## config.mk

```make
export PLATFORM = sky130hd
export DESIGN_NAME = slerp_sqrt
export DESIGN_NICKNAME = d
export VERILOG_FILES = /design/src/rtl/quaternion_slerp_top_defines.svh /design/src/rtl/slerp_pkg.sv /design/src/rtl/slerp_sqrt.sv
export SDC_FILE = /design/constraint.sdc
export NUM_CORES = 2
export LEC_CHECK = 0
export BUFFER_PORTS_ARGS = -buffer_cell sky130_fd_sc_hd__buf_2
export CORE_MARGIN = 5
export CORE_UTILIZATION = 69
export DETAILED_ROUTE_END_ITERATION = 8
export PLACE_DENSITY = 0.86
export REMOVE_ABC_BUFFERS = 1
export SLEW_MARGIN = 20
export SYNTH_ARGS = -nofsm -noshare
export SYNTH_HDL_FRONTEND = slang
export SYNTH_SLANG_ARGS = --single-unit
```

## constraint.sdc

```tcl
create_clock -name i_clk -period 10.1 [get_ports i_clk]
set_input_delay 0.505 -clock i_clk [delete_from_list [all_inputs] [get_ports i_clk]]
set_output_delay 0.505 -clock i_clk [all_outputs]
set_load 0.005 [all_outputs]
```

## src/rtl/quaternion_slerp_top_defines.svh

```systemverilog
// Assertion macros used by the top-level RTL file of the slerp block.
`ifndef QUATERNION_SLERP_TOP_DEFINES_SVH
`define QUATERNION_SLERP_TOP_DEFINES_SVH
`ifndef SYNTH
`define QS_ASSERT_IMP(lbl, clk, rst_n, ante, cons) \
    lbl: assert property (@(posedge clk) disable iff (!(rst_n)) (ante) |-> (cons)) \
        else $error("slerp assertion failed (same cycle)");
`define QS_ASSERT_NXT(lbl, clk, rst_n, ante, cons) \
    lbl: assert property (@(posedge clk) disable iff (!(rst_n)) (ante) |=> (cons)) \
        else $error("slerp assertion failed (next cycle)");
`else
`define QS_ASSERT_IMP(lbl, clk, rst_n, ante, cons)
`define QS_ASSERT_NXT(lbl, clk, rst_n, ante, cons)
`endif
`endif

```

## src/rtl/slerp_pkg.sv

```systemverilog
`default_nettype none
package slerp_pkg;

    localparam int IN_W    = 16;
    localparam int THR_W   = 31;
    localparam int DC_W    = 31;
    localparam int RAD_W   = 61;
    localparam int ROOT_W  = 31;
    localparam int CX_W    = 34;
    localparam int Z_W     = 19;
    localparam int THETA_W = 17;
    localparam int P_W     = 18;
    localparam int W_W     = 34;
    localparam int PR_W    = 50;
    localparam int ATAN_N  = 16;

    localparam logic [THR_W-1:0]      THR_RESET = 31'd1073634450;
    localparam logic [IN_W-1:0]       BLEND_ONE = 16'd32768;
    localparam logic [DC_W-1:0]       ONE_Q30   = 31'h4000_0000;
    localparam logic [RAD_W-1:0]      ONE_Q60   = 61'h1000_0000_0000_0000;
    localparam logic signed [CX_W-1:0] INV_GAIN = 34'sd652032874;

    // Arctangent of 2^-i in radians, Q.16.
    localparam logic [15:0] ATAN_Q16 [ATAN_N] = '{
        16'd51472, 16'd30386, 16'd16055, 16'd8150, 16'd4091, 16'd2047, 16'd1024, 16'd512,
        16'd256, 16'd128, 16'd64, 16'd32, 16'd16, 16'd8, 16'd4, 16'd2
    };

    typedef struct packed {
        logic signed [IN_W-1:0] a_x;
        logic signed [IN_W-1:0] a_y;
        logic signed [IN_W-1:0] a_z;
        logic signed [IN_W-1:0] a_w;
        logic signed [IN_W-1:0] b_x;
        logic signed [IN_W-1:0] b_y;
        logic signed [IN_W-1:0] b_z;
        logic signed [IN_W-1:0] b_w;
        logic [IN_W-1:0]        blend;
    } t_in;

    typedef struct packed {
        logic signed [IN_W-1:0] r_x;
        logic signed [IN_W-1:0] r_y;
        logic signed [IN_W-1:0] r_z;
        logic signed [IN_W-1:0] r_w;
        logic                   linear_used;
    } t_out;

    // Operands and flags that ride along the trigonometry pipeline.
    typedef struct packed {
        logic [3:0][IN_W-1:0] qa;
        logic [3:0][IN_W-1:0] qb;
        logic [IN_W-1:0]      blend;
        logic                 lin;
        logic                 neg;
    } t_side;

endpackage
`default_nettype wire

```

## src/rtl/slerp_sqrt.sv

```systemverilog
`default_nettype none
module slerp_sqrt #(
    parameter int SB_W = 1
) (
    input  logic                           i_clk,
    input  logic                           i_rst_n,
    input  logic                           i_en,
    input  logic                           i_valid,
    input  logic [slerp_pkg::RAD_W-1:0]    i_rad,
    input  logic [SB_W-1:0]                i_sb,
    output logic                           o_valid,
    output logic [slerp_pkg::ROOT_W-1:0]   o_root,
    output logic [SB_W-1:0]                o_sb
);
    import slerp_pkg::*;

    localparam int STEPS = ROOT_W;
    localparam int V_W   = RAD_W + 1;

    logic [V_W-1:0]  r_v   [STEPS];
    logic [V_W-1:0]  r_r   [STEPS];
    logic            r_vld [STEPS];
    logic [SB_W-1:0] r_sb  [STEPS];

    // One result bit per stage, digit by digit from the top pair of bits.
    for (genvar g = 0; g < STEPS; g++) begin : g_step
        localparam logic [V_W-1:0] BIT = V_W'(1) << (2 * (STEPS - 1 - g));
        logic [V_W-1:0]  v_in;
        logic [V_W-1:0]  q_in;
        logic            vld_in;
        logic [SB_W-1:0] sb_in;
        logic [V_W-1:0]  cand;
        logic [V_W-1:0]  n_v;
        logic [V_W-1:0]  n_r;

        if (g == 0) begin : g_first
            assign v_in   = {1'b0, i_rad};
            assign q_in   = '0;
            assign vld_in = i_valid;
            assign sb_in  = i_sb;
        end else begin : g_next
            assign v_in   = r_v[g-1];
            assign q_in   = r_r[g-1];
            assign vld_in = r_vld[g-1];
            assign sb_in  = r_sb[g-1];
        end

        always_comb begin
            cand = q_in + BIT;
            if (v_in >= cand) begin
                n_v = v_in - cand;
                n_r = (q_in >> 1) + BIT;
            end else begin
                n_v = v_in;
                n_r = q_in >> 1;
            end
        end

        always_ff @(posedge i_clk) begin
            if (!i_rst_n) begin
                r_vld[g] <= 1'b0;
            end else if (i_en) begin
                r_vld[g] <= vld_in;
            end
        end

        always_ff @(posedge i_clk) begin
            if (i_en) begin
                r_v[g]  <= n_v;
                r_r[g]  <= n_r;
                r_sb[g] <= sb_in;
            end
        end
    end

    assign o_valid = r_vld[STEPS-1];
    assign o_root  = r_r[STEPS-1][ROOT_W-1:0];
    assign o_sb    = r_sb[STEPS-1];

endmodule
`default_nettype wire

```

==> impl_metrics.ini <==
[floorplan]
io_pins = 99
core_area_sq_um = 164800
rows = 149
dieArea_sq_um = 173800
start_util = 0.6930
die_y_microns = 416.8
die_w_microns = 416.8

[setup_path]
critPathArrivalTime_ns = 5.49
crit_chain = inv_1 > ha_1 > nor4b_1 > nand2_1 > nor4_1 > nand3_1 > nand4_1 > a311o_2 > nor2b_1 > nand4_1 > nor4b_1 > xor2_1
reg2regPathDepth = 12
cpMaxStageDelayCell = a311o_2
r2r-start = r_r[1][509]
endpoint_kind = flop
r2r_end = r_v[1][617]
startpoint_type = flop
crit_fanout = 47
critPathTopFamily = simple AND/OR/NAND/NOR gates
rrSetupSlack_ns = 5.17
criticalPathCategory = flop to flop
max_stage_delay_ns = 0.81
worstPathRequired_ns = 10.66
crit_buf_inv = 1

[global_route]
grt_pass1_wl_mm = 448.9
grt_overflow_total = 0
grt_pass1_vias = 75298
grt_usage = 0.3346
grt_start_max_net_pins = 209
antenna_found_initial = 30

[logic_synthesis]
yosysTopAreaCell = edfxtp_1
synth_area_per_cell_sq_um = 12.72
synth_cells = 8977
ys.flop_type = edfxtp_1
synth-seq-area-share = 0.6357
synth_top_area_share = 0.6355
yosysWarningCount = 0
synth-seq-cells = 2418
synth_edf_count = 2417
syn_area_sq_um = 114200
async_reset_ff_frac = 0
yosys.cell_types.count = 91
synth_area_leaders = edfxtp_1, ha_1, xnor2_1, xor2_1, a21oi_1

[hold_path]
min-delay-start = i_en
worst_hold_path_type = input port to flop
min_to = r_sb[0][0]
holdPathStages = 1

[timing]
fin_crit_sh = 0.4881
setup_viol = 0
final-hold-violation-count = 0
drv_slew = 0
relSlewSlack = 0.1683
period_minus_slack_ns = 4.930
fmax_mhz = 202.8
fin_skew_ns = 0.09695
grt_setup_unrepaired = no
setup_tns_ns = 0
worstMarginPinSlew_ns = 1.236

[clock_network]
clockBufferDepth = 3
cts-resized-gates = 0
path_clk_slew_ns = 0.07
clk_latency_ns = 0.90
clock-sinks = 2418
cts.htree.levels = 4
clock-root-buffer = clkbuf_16
cts_buffers = 229
cts_tree = yes

[drt]
wl_mm = 297.7
ant_nets = 0
drt_first_pass_iters = 8
drtIter0Drc = 10834
wl_per_cell_microns = 25.63
vias_per_cell = 6.688
route.detailed.drc = 0
via_count = 77690

[pwr]
leakage_nw = 47.48
p_per_area_nw_per_um2 = 228.7
vdd_drop_max_v = 0.0002352
total_power_mw = 28.74

[placed_design]
hpwl_mm = 195.7
gp_congestion = 0.9377
portBuffers = 98

[cells_and_area]
layout_common_cells = edfxtp_1, inv_1, nor2_1
area_delta_synth_final_pct = 10.04
final_layout_size_suffix_gt1_frac = 0.06825
num-fill-cells = 9455
nNetsFinal = 9823
final_common_cell = edfxtp_1

[status]
status = finished, final reports clean

[run]
maxCapViolCount = 0
-- layer usage --
metal	vias up	wire length (microns)	global-route usage
li1	34031	-	-
met1	37585	109400	0.4339
met2	5066	144900	0.5575
met3	988	29620	0.07225
met4	20	13570	0.1326
met5	-	146	0
-- metrics by stage --
step	hold WS [ns]	area, sq um	worst slack [ns]	utilization	instances
after floorplan	0.4003	113500	4.317	-	8803
after global placement	0.4005	117300	5.422	0.7115	11127
after detailed placement	0.4045	117300	5.286	0.7115	11127
after CTS	0.06303	125600	5.194	0.7622	11608
after global routing	0.1197	125700	4.885	0.7625	11612
final	0.1115	125700	5.170	0.7626	11616
-- what timing repair did --
action,CTS,global route
buffers inserted,0,0
hold buffers,63,0
endpoints found under the hold margin,63,0
-- power by group --
part / internal (mW) / switching [mW] / total [mW]
Combinational: 2.35 / 3.57 / 5.92
Clock: 5.04 / 3.96 / 9.00
Sequential: 12.7 / 1.12 / 13.8
-- layout make-up --
class	count	area, sq um	area share
multi-input combinational	5728	38560	0.3069
timing repair buffer	200	1572	0.01250
clock inverter	151	1828	0.01455
tap	2189	2739	0.02179
clock buffer	267	5894	0.04690
inverter	657	2466	0.01962
antenna	6	15.01	0.0001195
sequential	2418	72600	0.5777
-- cells by family after synthesis --
| group | count (synthesis) | synth area share |
|---|---|---|
| compound gates | 1650 | 0.08936 |
| xor+xnor | 819 | 0.06281 |
| fa+ha+maj | 523 | 0.05730 |
| buf+inv | 832 | 0.02761 |
| flops | 2418 | 0.6357 |
| mux | 86 | 0.008337 |
| other cells | 1 | 0.00003283 |
| simple gates | 2648 | 0.1189 |
-- synthesized netlist by cell type (all sizes together) (44+ instances only) --
| cell | instances |
|---|---|
| edfxtp | 2417 |
| inv | 657 |
| nor2 | 612 |
| nand2 | 576 |
| a21oi | 545 |
| ha | 523 |
| xnor2 | 416 |
| o21ai | 404 |
| xor2 | 403 |
| nor4 | 301 |
| nor3 | 243 |
| a21o | 209 |
| nand3 | 164 |
| clkbuf | 147 |
| nand4 | 135 |
| nand2b | 103 |
| o21a | 82 |
| or3 | 79 |
| and3 | 76 |
| mux2 | 73 |
| nor2b | 71 |
| or4 | 64 |
| nor4b | 53 |
| a211oi | 51 |
| o31ai | 50 |
| o21bai | 49 |
| a31oi | 44 |
-- worst max-delay path by stage --
stage / end / slack, ns / cells past startpoint / start
3_5_place_dp: r_v[1][49] / 5.29 / 12 / r_r[0][960]
6_report: r_v[1][617] / 5.17 / 12 / r_r[1][509]
3_3_place_gp: r_v[1][49] / 5.42 / 11 / r_v[0][960]
4_1_cts: r_v[1][49] / 5.19 / 12 / r_r[0][960]
5_1_grt: r_v[1][617] / 4.88 / 12 / r_r[1][509]
2_1_floorplan: r_v[1][109] / 4.32 / 10 / r_v[1][54]
-- state kept, by name, indices dropped and copies added (netlist names) --
name / cells
r_r: 496
r_sb: 31
r_vld: 31
r_v: 1860
(Power assumes the default switching activity.)
