==> config.mk <==
export PLATFORM = sky130hd
export DESIGN_NAME = slerp_vec
export DESIGN_NICKNAME = d
export VERILOG_FILES = /design/src/rtl/quaternion_slerp_top_defines.svh /design/src/rtl/slerp_pkg.sv /design/src/rtl/slerp_vec.sv
export SDC_FILE = /design/constraint.sdc
export NUM_CORES = 2
export LEC_CHECK = 0
export ABC_CLOCK_PERIOD_IN_PS = 6600
export BUFFER_PORTS_ARGS = -buffer_cell sky130_fd_sc_hd__buf_2
export CORE_ASPECT_RATIO = 1.2
export CORE_MARGIN = 4
export CORE_UTILIZATION = 58
export DETAILED_ROUTE_END_ITERATION = 10
export PLACE_DENSITY = 0.8
export SLEW_MARGIN = 40
export SYNTH_ARGS = -nofsm -noshare
export SYNTH_HDL_FRONTEND = slang
export SYNTH_SLANG_ARGS = --single-unit
==> constraint.sdc <==
create_clock -name i_clk -period 6.6 [get_ports i_clk]
set_input_delay 1.32 -clock i_clk [delete_from_list [all_inputs] [get_ports i_clk]]
set_output_delay 1.32 -clock i_clk [all_outputs]
set_load 0.005 [all_outputs]
==> src/rtl/quaternion_slerp_top_defines.svh <==
// Assertion macros used by the top-level RTL file of the slerp block.
`ifndef QUATERNION_SLERP_TOP_DEFINES_SVH
`define QUATERNION_SLERP_TOP_DEFINES_SVH
`ifndef SYNTH
`define QS_ASSERT_IMP(lbl, clk, rst_n, ante, cons) \
    lbl: assert property (@(posedge clk) disable iff (!(rst_n)) (ante) |-> (cons)) \
        else $error("slerp assertion failed (same cycle)");
`define QS_ASSERT_NXT(lbl, clk, rst_n, ante, cons) \
    lbl: assert property (@(posedge clk) disable iff (!(rst_n)) (ante) |=> (cons)) \
        else $error("slerp assertion failed (next cycle)");
`else
`define QS_ASSERT_IMP(lbl, clk, rst_n, ante, cons)
`define QS_ASSERT_NXT(lbl, clk, rst_n, ante, cons)
`endif
`endif

==> src/rtl/slerp_pkg.sv <==
`default_nettype none
package slerp_pkg;

    localparam int IN_W    = 16;
    localparam int THR_W   = 31;
    localparam int DC_W    = 31;
    localparam int RAD_W   = 61;
    localparam int ROOT_W  = 31;
    localparam int CX_W    = 34;
    localparam int Z_W     = 19;
    localparam int THETA_W = 17;
    localparam int P_W     = 18;
    localparam int W_W     = 34;
    localparam int PR_W    = 50;
    localparam int ATAN_N  = 16;

    localparam logic [THR_W-1:0]      THR_RESET = 31'd1073634450;
    localparam logic [IN_W-1:0]       BLEND_ONE = 16'd32768;
    localparam logic [DC_W-1:0]       ONE_Q30   = 31'h4000_0000;
    localparam logic [RAD_W-1:0]      ONE_Q60   = 61'h1000_0000_0000_0000;
    localparam logic signed [CX_W-1:0] INV_GAIN = 34'sd652032874;

    // Arctangent of 2^-i in radians, Q.16.
    localparam logic [15:0] ATAN_Q16 [ATAN_N] = '{
        16'd51472, 16'd30386, 16'd16055, 16'd8150, 16'd4091, 16'd2047, 16'd1024, 16'd512,
        16'd256, 16'd128, 16'd64, 16'd32, 16'd16, 16'd8, 16'd4, 16'd2
    };

    typedef struct packed {
        logic signed [IN_W-1:0] a_x;
        logic signed [IN_W-1:0] a_y;
        logic signed [IN_W-1:0] a_z;
        logic signed [IN_W-1:0] a_w;
        logic signed [IN_W-1:0] b_x;
        logic signed [IN_W-1:0] b_y;
        logic signed [IN_W-1:0] b_z;
        logic signed [IN_W-1:0] b_w;
        logic [IN_W-1:0]        blend;
    } t_in;

    typedef struct packed {
        logic signed [IN_W-1:0] r_x;
        logic signed [IN_W-1:0] r_y;
        logic signed [IN_W-1:0] r_z;
        logic signed [IN_W-1:0] r_w;
        logic                   linear_used;
    } t_out;

    // Operands and flags that ride along the trigonometry pipeline.
    typedef struct packed {
        logic [3:0][IN_W-1:0] qa;
        logic [3:0][IN_W-1:0] qb;
        logic [IN_W-1:0]      blend;
        logic                 lin;
        logic                 neg;
    } t_side;

endpackage
`default_nettype wire

==> src/rtl/slerp_vec.sv <==
`default_nettype none
module slerp_vec #(
    parameter int STEPS = 12,
    parameter int SB_W  = 1
) (
    input  logic                            i_clk,
    input  logic                            i_rst_n,
    input  logic                            i_en,
    input  logic                            i_valid,
    input  logic [slerp_pkg::DC_W-1:0]      i_x,
    input  logic [slerp_pkg::ROOT_W-1:0]    i_y,
    input  logic [SB_W-1:0]                 i_sb,
    output logic                            o_valid,
    output logic [slerp_pkg::THETA_W-1:0]   o_theta,
    output logic [SB_W-1:0]                 o_sb
);
    import slerp_pkg::*;

    logic signed [CX_W-1:0] r_x   [STEPS];
    logic signed [CX_W-1:0] r_y   [STEPS];
    logic signed [Z_W-1:0]  r_z   [STEPS];
    logic                   r_vld [STEPS];
    logic [SB_W-1:0]        r_sb  [STEPS];

    // Vectoring rotations drive y toward zero and collect the angle.
    for (genvar g = 0; g < STEPS; g++) begin : g_step
        logic signed [CX_W-1:0] x_in;
        logic signed [CX_W-1:0] y_in;
        logic signed [Z_W-1:0]  z_in;
        logic                   vld_in;
        logic [SB_W-1:0]        sb_in;
        logic signed [Z_W-1:0]  ang;
        logic signed [CX_W-1:0] n_x;
        logic signed [CX_W-1:0] n_y;
        logic signed [Z_W-1:0]  n_z;

        if (g == 0) begin : g_first
            assign x_in   = $signed(CX_W'(i_x));
            assign y_in   = $signed(CX_W'(i_y));
            assign z_in   = '0;
            assign vld_in = i_valid;
            assign sb_in  = i_sb;
        end else begin : g_next
            assign x_in   = r_x[g-1];
            assign y_in   = r_y[g-1];
            assign z_in   = r_z[g-1];
            assign vld_in = r_vld[g-1];
            assign sb_in  = r_sb[g-1];
        end

        assign ang = $signed({{(Z_W - 16){1'b0}}, ATAN_Q16[g]});

        always_comb begin
            if (y_in > 0) begin
                n_x = x_in + (y_in >>> g);
                n_y = y_in - (x_in >>> g);
                n_z = z_in + ang;
            end else begin
                n_x = x_in - (y_in >>> g);
                n_y = y_in + (x_in >>> g);
                n_z = z_in - ang;
            end
        end

        always_ff @(posedge i_clk) begin
            if (!i_rst_n) begin
                r_vld[g] <= 1'b0;
            end else if (i_en) begin
                r_vld[g] <= vld_in;
            end
        end

        always_ff @(posedge i_clk) begin
            if (i_en) begin
                r_x[g]  <= n_x;
                r_y[g]  <= n_y;
                r_z[g]  <= n_z;
                r_sb[g] <= sb_in;
            end
        end
    end

    // A negative angle is clamped to zero.
    assign o_theta = r_z[STEPS-1][Z_W-1] ? '0 : r_z[STEPS-1][THETA_W-1:0];
    assign o_valid = r_vld[STEPS-1];
    assign o_sb    = r_sb[STEPS-1];

endmodule
`default_nettype wire

==> metrics.csv <==
metric;value;unit
r2r_slack;0.33;ns
io_buffers;85;
critical_path.max_fanout;5;
drtPass1Iterations;6;
hp-class;flop to flop;
ys_types;94;
setup_viol_count_final;0;
async_flop_share;0;
cts_buffer_depth;3;
drive_above_1_share;0.05986;
floorplan.die_area;142100;um2
worst_pin_slew;0.7976;ns
synth-compound-area-share;0.1929;
synth-simple-area-share;0.1435;
detail-route-antenna-nets;0;
grt_pass1_vias;63727;
dieWidth;344.8;um
drt_iter0_drc;4608;
tns;0;ns
r2r_end;r_x[6][32];
routedWlPerCell;20.22;um
antenna_found_initial;1;
ys.flop_type;edfxtp_1;
period_needed;6.269;ns
grtUsageTotal;0.2889;
cts_hold_buf;0;
synthAdderAreaFrac;0.1466;
cpLargestDelayFamily;simple AND/OR/NAND/NOR gates;
core-area;135400;um2
cp_data_required_time;7.08;ns
crit_type;flop to flop;
numClockSinks;920;
drc;0;
r2r_start;r_y[5][11];
rows;148;
synth_area;78940;um2
seqCellArea;27620;um2
synth_seq_cells;920;
slew_headroom;0.4634;
cts_tree;built;
grt_start_max_net_pins;157;
nFillCells;10894;
layout.nets;9491;
dp_cells;10214;
ios;86;
worstPathArrival;6.75;ns
synth_fp_nets;9329;
status;finished, final reports clean;
htreeDepth;3;
cp-start-kind;flop;
synth_edf_count;919;
syn-instance-count;8357;
grt_pass1_wl;330900;um
worstHoldStart;r_sb[1][3];
die_h;412.1;um
dr_total_vias;64645;
multi_input_area;49230;um2
n_antenna_cell;0;
cpPeakStageDelay;0.64;ns
fmax;0.1595;GHz
yosysSeqAreaShare;0.3499;
wl;210300;um
clock_skew;0.09576;ns
insertion_delay;0.76;ns
gp_congestion;0.9891;
ys.warnings.count;0;
fin_crit_sh;0.9499;
synth.avg_cell_area;9.445;um2
clk_pin_slew;0.06;ns
hold_viol_final;0;
overflow;0;
cpMaxStageDelayCell;or4_1;
maxCapViolations;0;
worst-path-buf-inv;3;
synth.area.mux_share;0.003788;
place_hpwl;167400;um
hold-path-endpoint;r_sb[2][0];
hold_depth;0;
numCtsBuffers;97;
startpoint;r_y[5][11];
finalMaxSlewViolations;0;
routed_via_density;6.214;
critPathCaptureType;flop;
final_cells;10403;
synth_top_family_by_area;compound AO/OA/AOI/OAI gates;
cts_root_buf;clkbuf_16;
hold_slack;0.4162;ns
rsz0062_at_grt;no;
area_delta_synth_final;8.514;%
synth_xor_area_frac;0.1338;
start_util;0.5831;
r2r_cells;25;
==> worst register-to-register path, stage by stage (launching register included) <==
cell and delay (ns):
edfxtp_1 0.46, or4_1 0.64, nor4_2 0.30, nand3b_1 0.23, nor2_2 0.20, nand2_1 0.09
nor4_2 0.24, and2_1 0.27, nor2_2 0.08, inv_1 0.17, nor2_1 0.08, xnor2_1 0.28
buf_4 0.17, ha_1 0.25, nor2b_1 0.15, o31a_1 0.29, o211ai_1 0.20, buf_4 0.18
a211oi_1 0.09, o21a_1 0.22, o21ai_1 0.16, a21boi_1 0.13, o41a_1 0.36, a311o_1 0.40
o31ai_1 0.27, xnor2_1 0.09
==> per-layer routing <==
layer | up-vias | wire length (um) | track usage | share of wire
met1 | 30709 | 75930 | 0.3051 | 0.36
met3 | 770 | 9966 | 0.03160 | 0.047
met4 | 2 | 14790 | 0.1827 | 0.070
met5 | - | 13 | 0 | 0.000062
met2 | 2092 | 109600 | 0.5423 | 0.52
li1 | 31072 | - | - | -
==> repair_timing <==
action                                  4_1_cts  5_1_grt
pin swaps                                     0        8
gates resized for setup                       1       46
buffers inserted                              0        4
endpoints found under the setup margin        1       69
==> cell type report <==
type / instances / share of cell area
repair buffers: 202 / 0.01677
well taps: 1800 / 0.02629
flip-flops and latches: 920 / 0.3224
multi-input cells: 6829 / 0.5748
clock inverters: 71 / 0.01018
inverters: 469 / 0.02055
clock buffers: 112 / 0.02900
==> registers in the layout, summed over array words and instances (netlist names) <==
name / cells
r_y: 372
r_x: 329
r_z: 195
r_sb: 12
r_vld: 12
==> how the worst max path moves through the flow <==
stage / to / slack, ns / depth (start not counted)
3_5_place_dp: r_y[2][31] / -0.03 / 23
2_1_floorplan: r_y[5][33] / 0.98 / 23
4_1_cts: r_x[4][33] / 0.07 / 26
5_1_grt: r_y[3][32] / 0.007 / 23
6_report: r_x[6][32] / 0.33 / 25
3_3_place_gp: r_y[2][31] / 0.22 / 23
==> stage by stage <==
stage	util	setup slack, ns	instance area (um2)
global route	0.6328	0.007140	85660
detailed placement	0.6059	-0.02534	82010
CTS	0.6307	0.06731	85380
global placement	0.6058	0.2227	82000
floorplan	-	0.9814	78940
finish	0.6328	0.3307	85660
==> synthesized netlist by cell type (all sizes together), types with 82 or more instances <==
cell    number  area share
inv        465       0.022
nand2b     133       0.011
nand3      123      0.0078
nor3       225       0.015
nor2b      146       0.012
edfxtp     919        0.35
ha         872        0.14
or3         86      0.0068
xnor2      824       0.091
clkbuf      92      0.0044
a21o       289       0.027
o21ai      498       0.032
o31ai      119       0.011
xor2       382       0.042
nor2       701       0.034
o21a       106       0.010
nand2      447       0.021
a21oi      772       0.049
nor4        82      0.0067
o21bai     137       0.013
==> logic make-up (layout without fill, tap and decap cells) <==
group	Yosys count	in the layout
multiplexers	29	29
buffers and inverters	608	854
XOR/XNOR	1206	1206
adder cells (fa/ha/maj)	905	905
AND/OR/NAND/NOR	2291	2291
flip-flops	920	920
AO/OA/AOI/OAI	2398	2398
==> placed cells by master, fill, tap and decap left out, types with 57 or more instances in the layout <==
cell / synthesis / routed
or4_1: 58 / 57
nand2_1: 447 / 447
and3_1: 73 / 72
nor3_1: 220 / 217
nand2b_1: 133 / 133
edfxtp_1: 919 / 919
buf_4: 2 / 107
buf_2: 26 / 84
nor4_1: 79 / 77
a21o_1: 289 / 289
o31ai_1: 119 / 117
inv_1: 460 / 459
xor2_1: 382 / 382
or3_1: 86 / 86
o21ai_0: 479 / 472
nor2_1: 696 / 691
o21a_1: 106 / 106
xnor2_1: 824 / 824
nor2b_1: 146 / 144
clkbuf_16: 0 / 97
nand3_1: 123 / 122
ha_1: 872 / 872
a21oi_1: 770 / 767
o21bai_1: 137 / 137
Power is left out: the tool's default activity adds up to more than one toggle a clock period on the data nets, which glitch-free logic cannot reach.
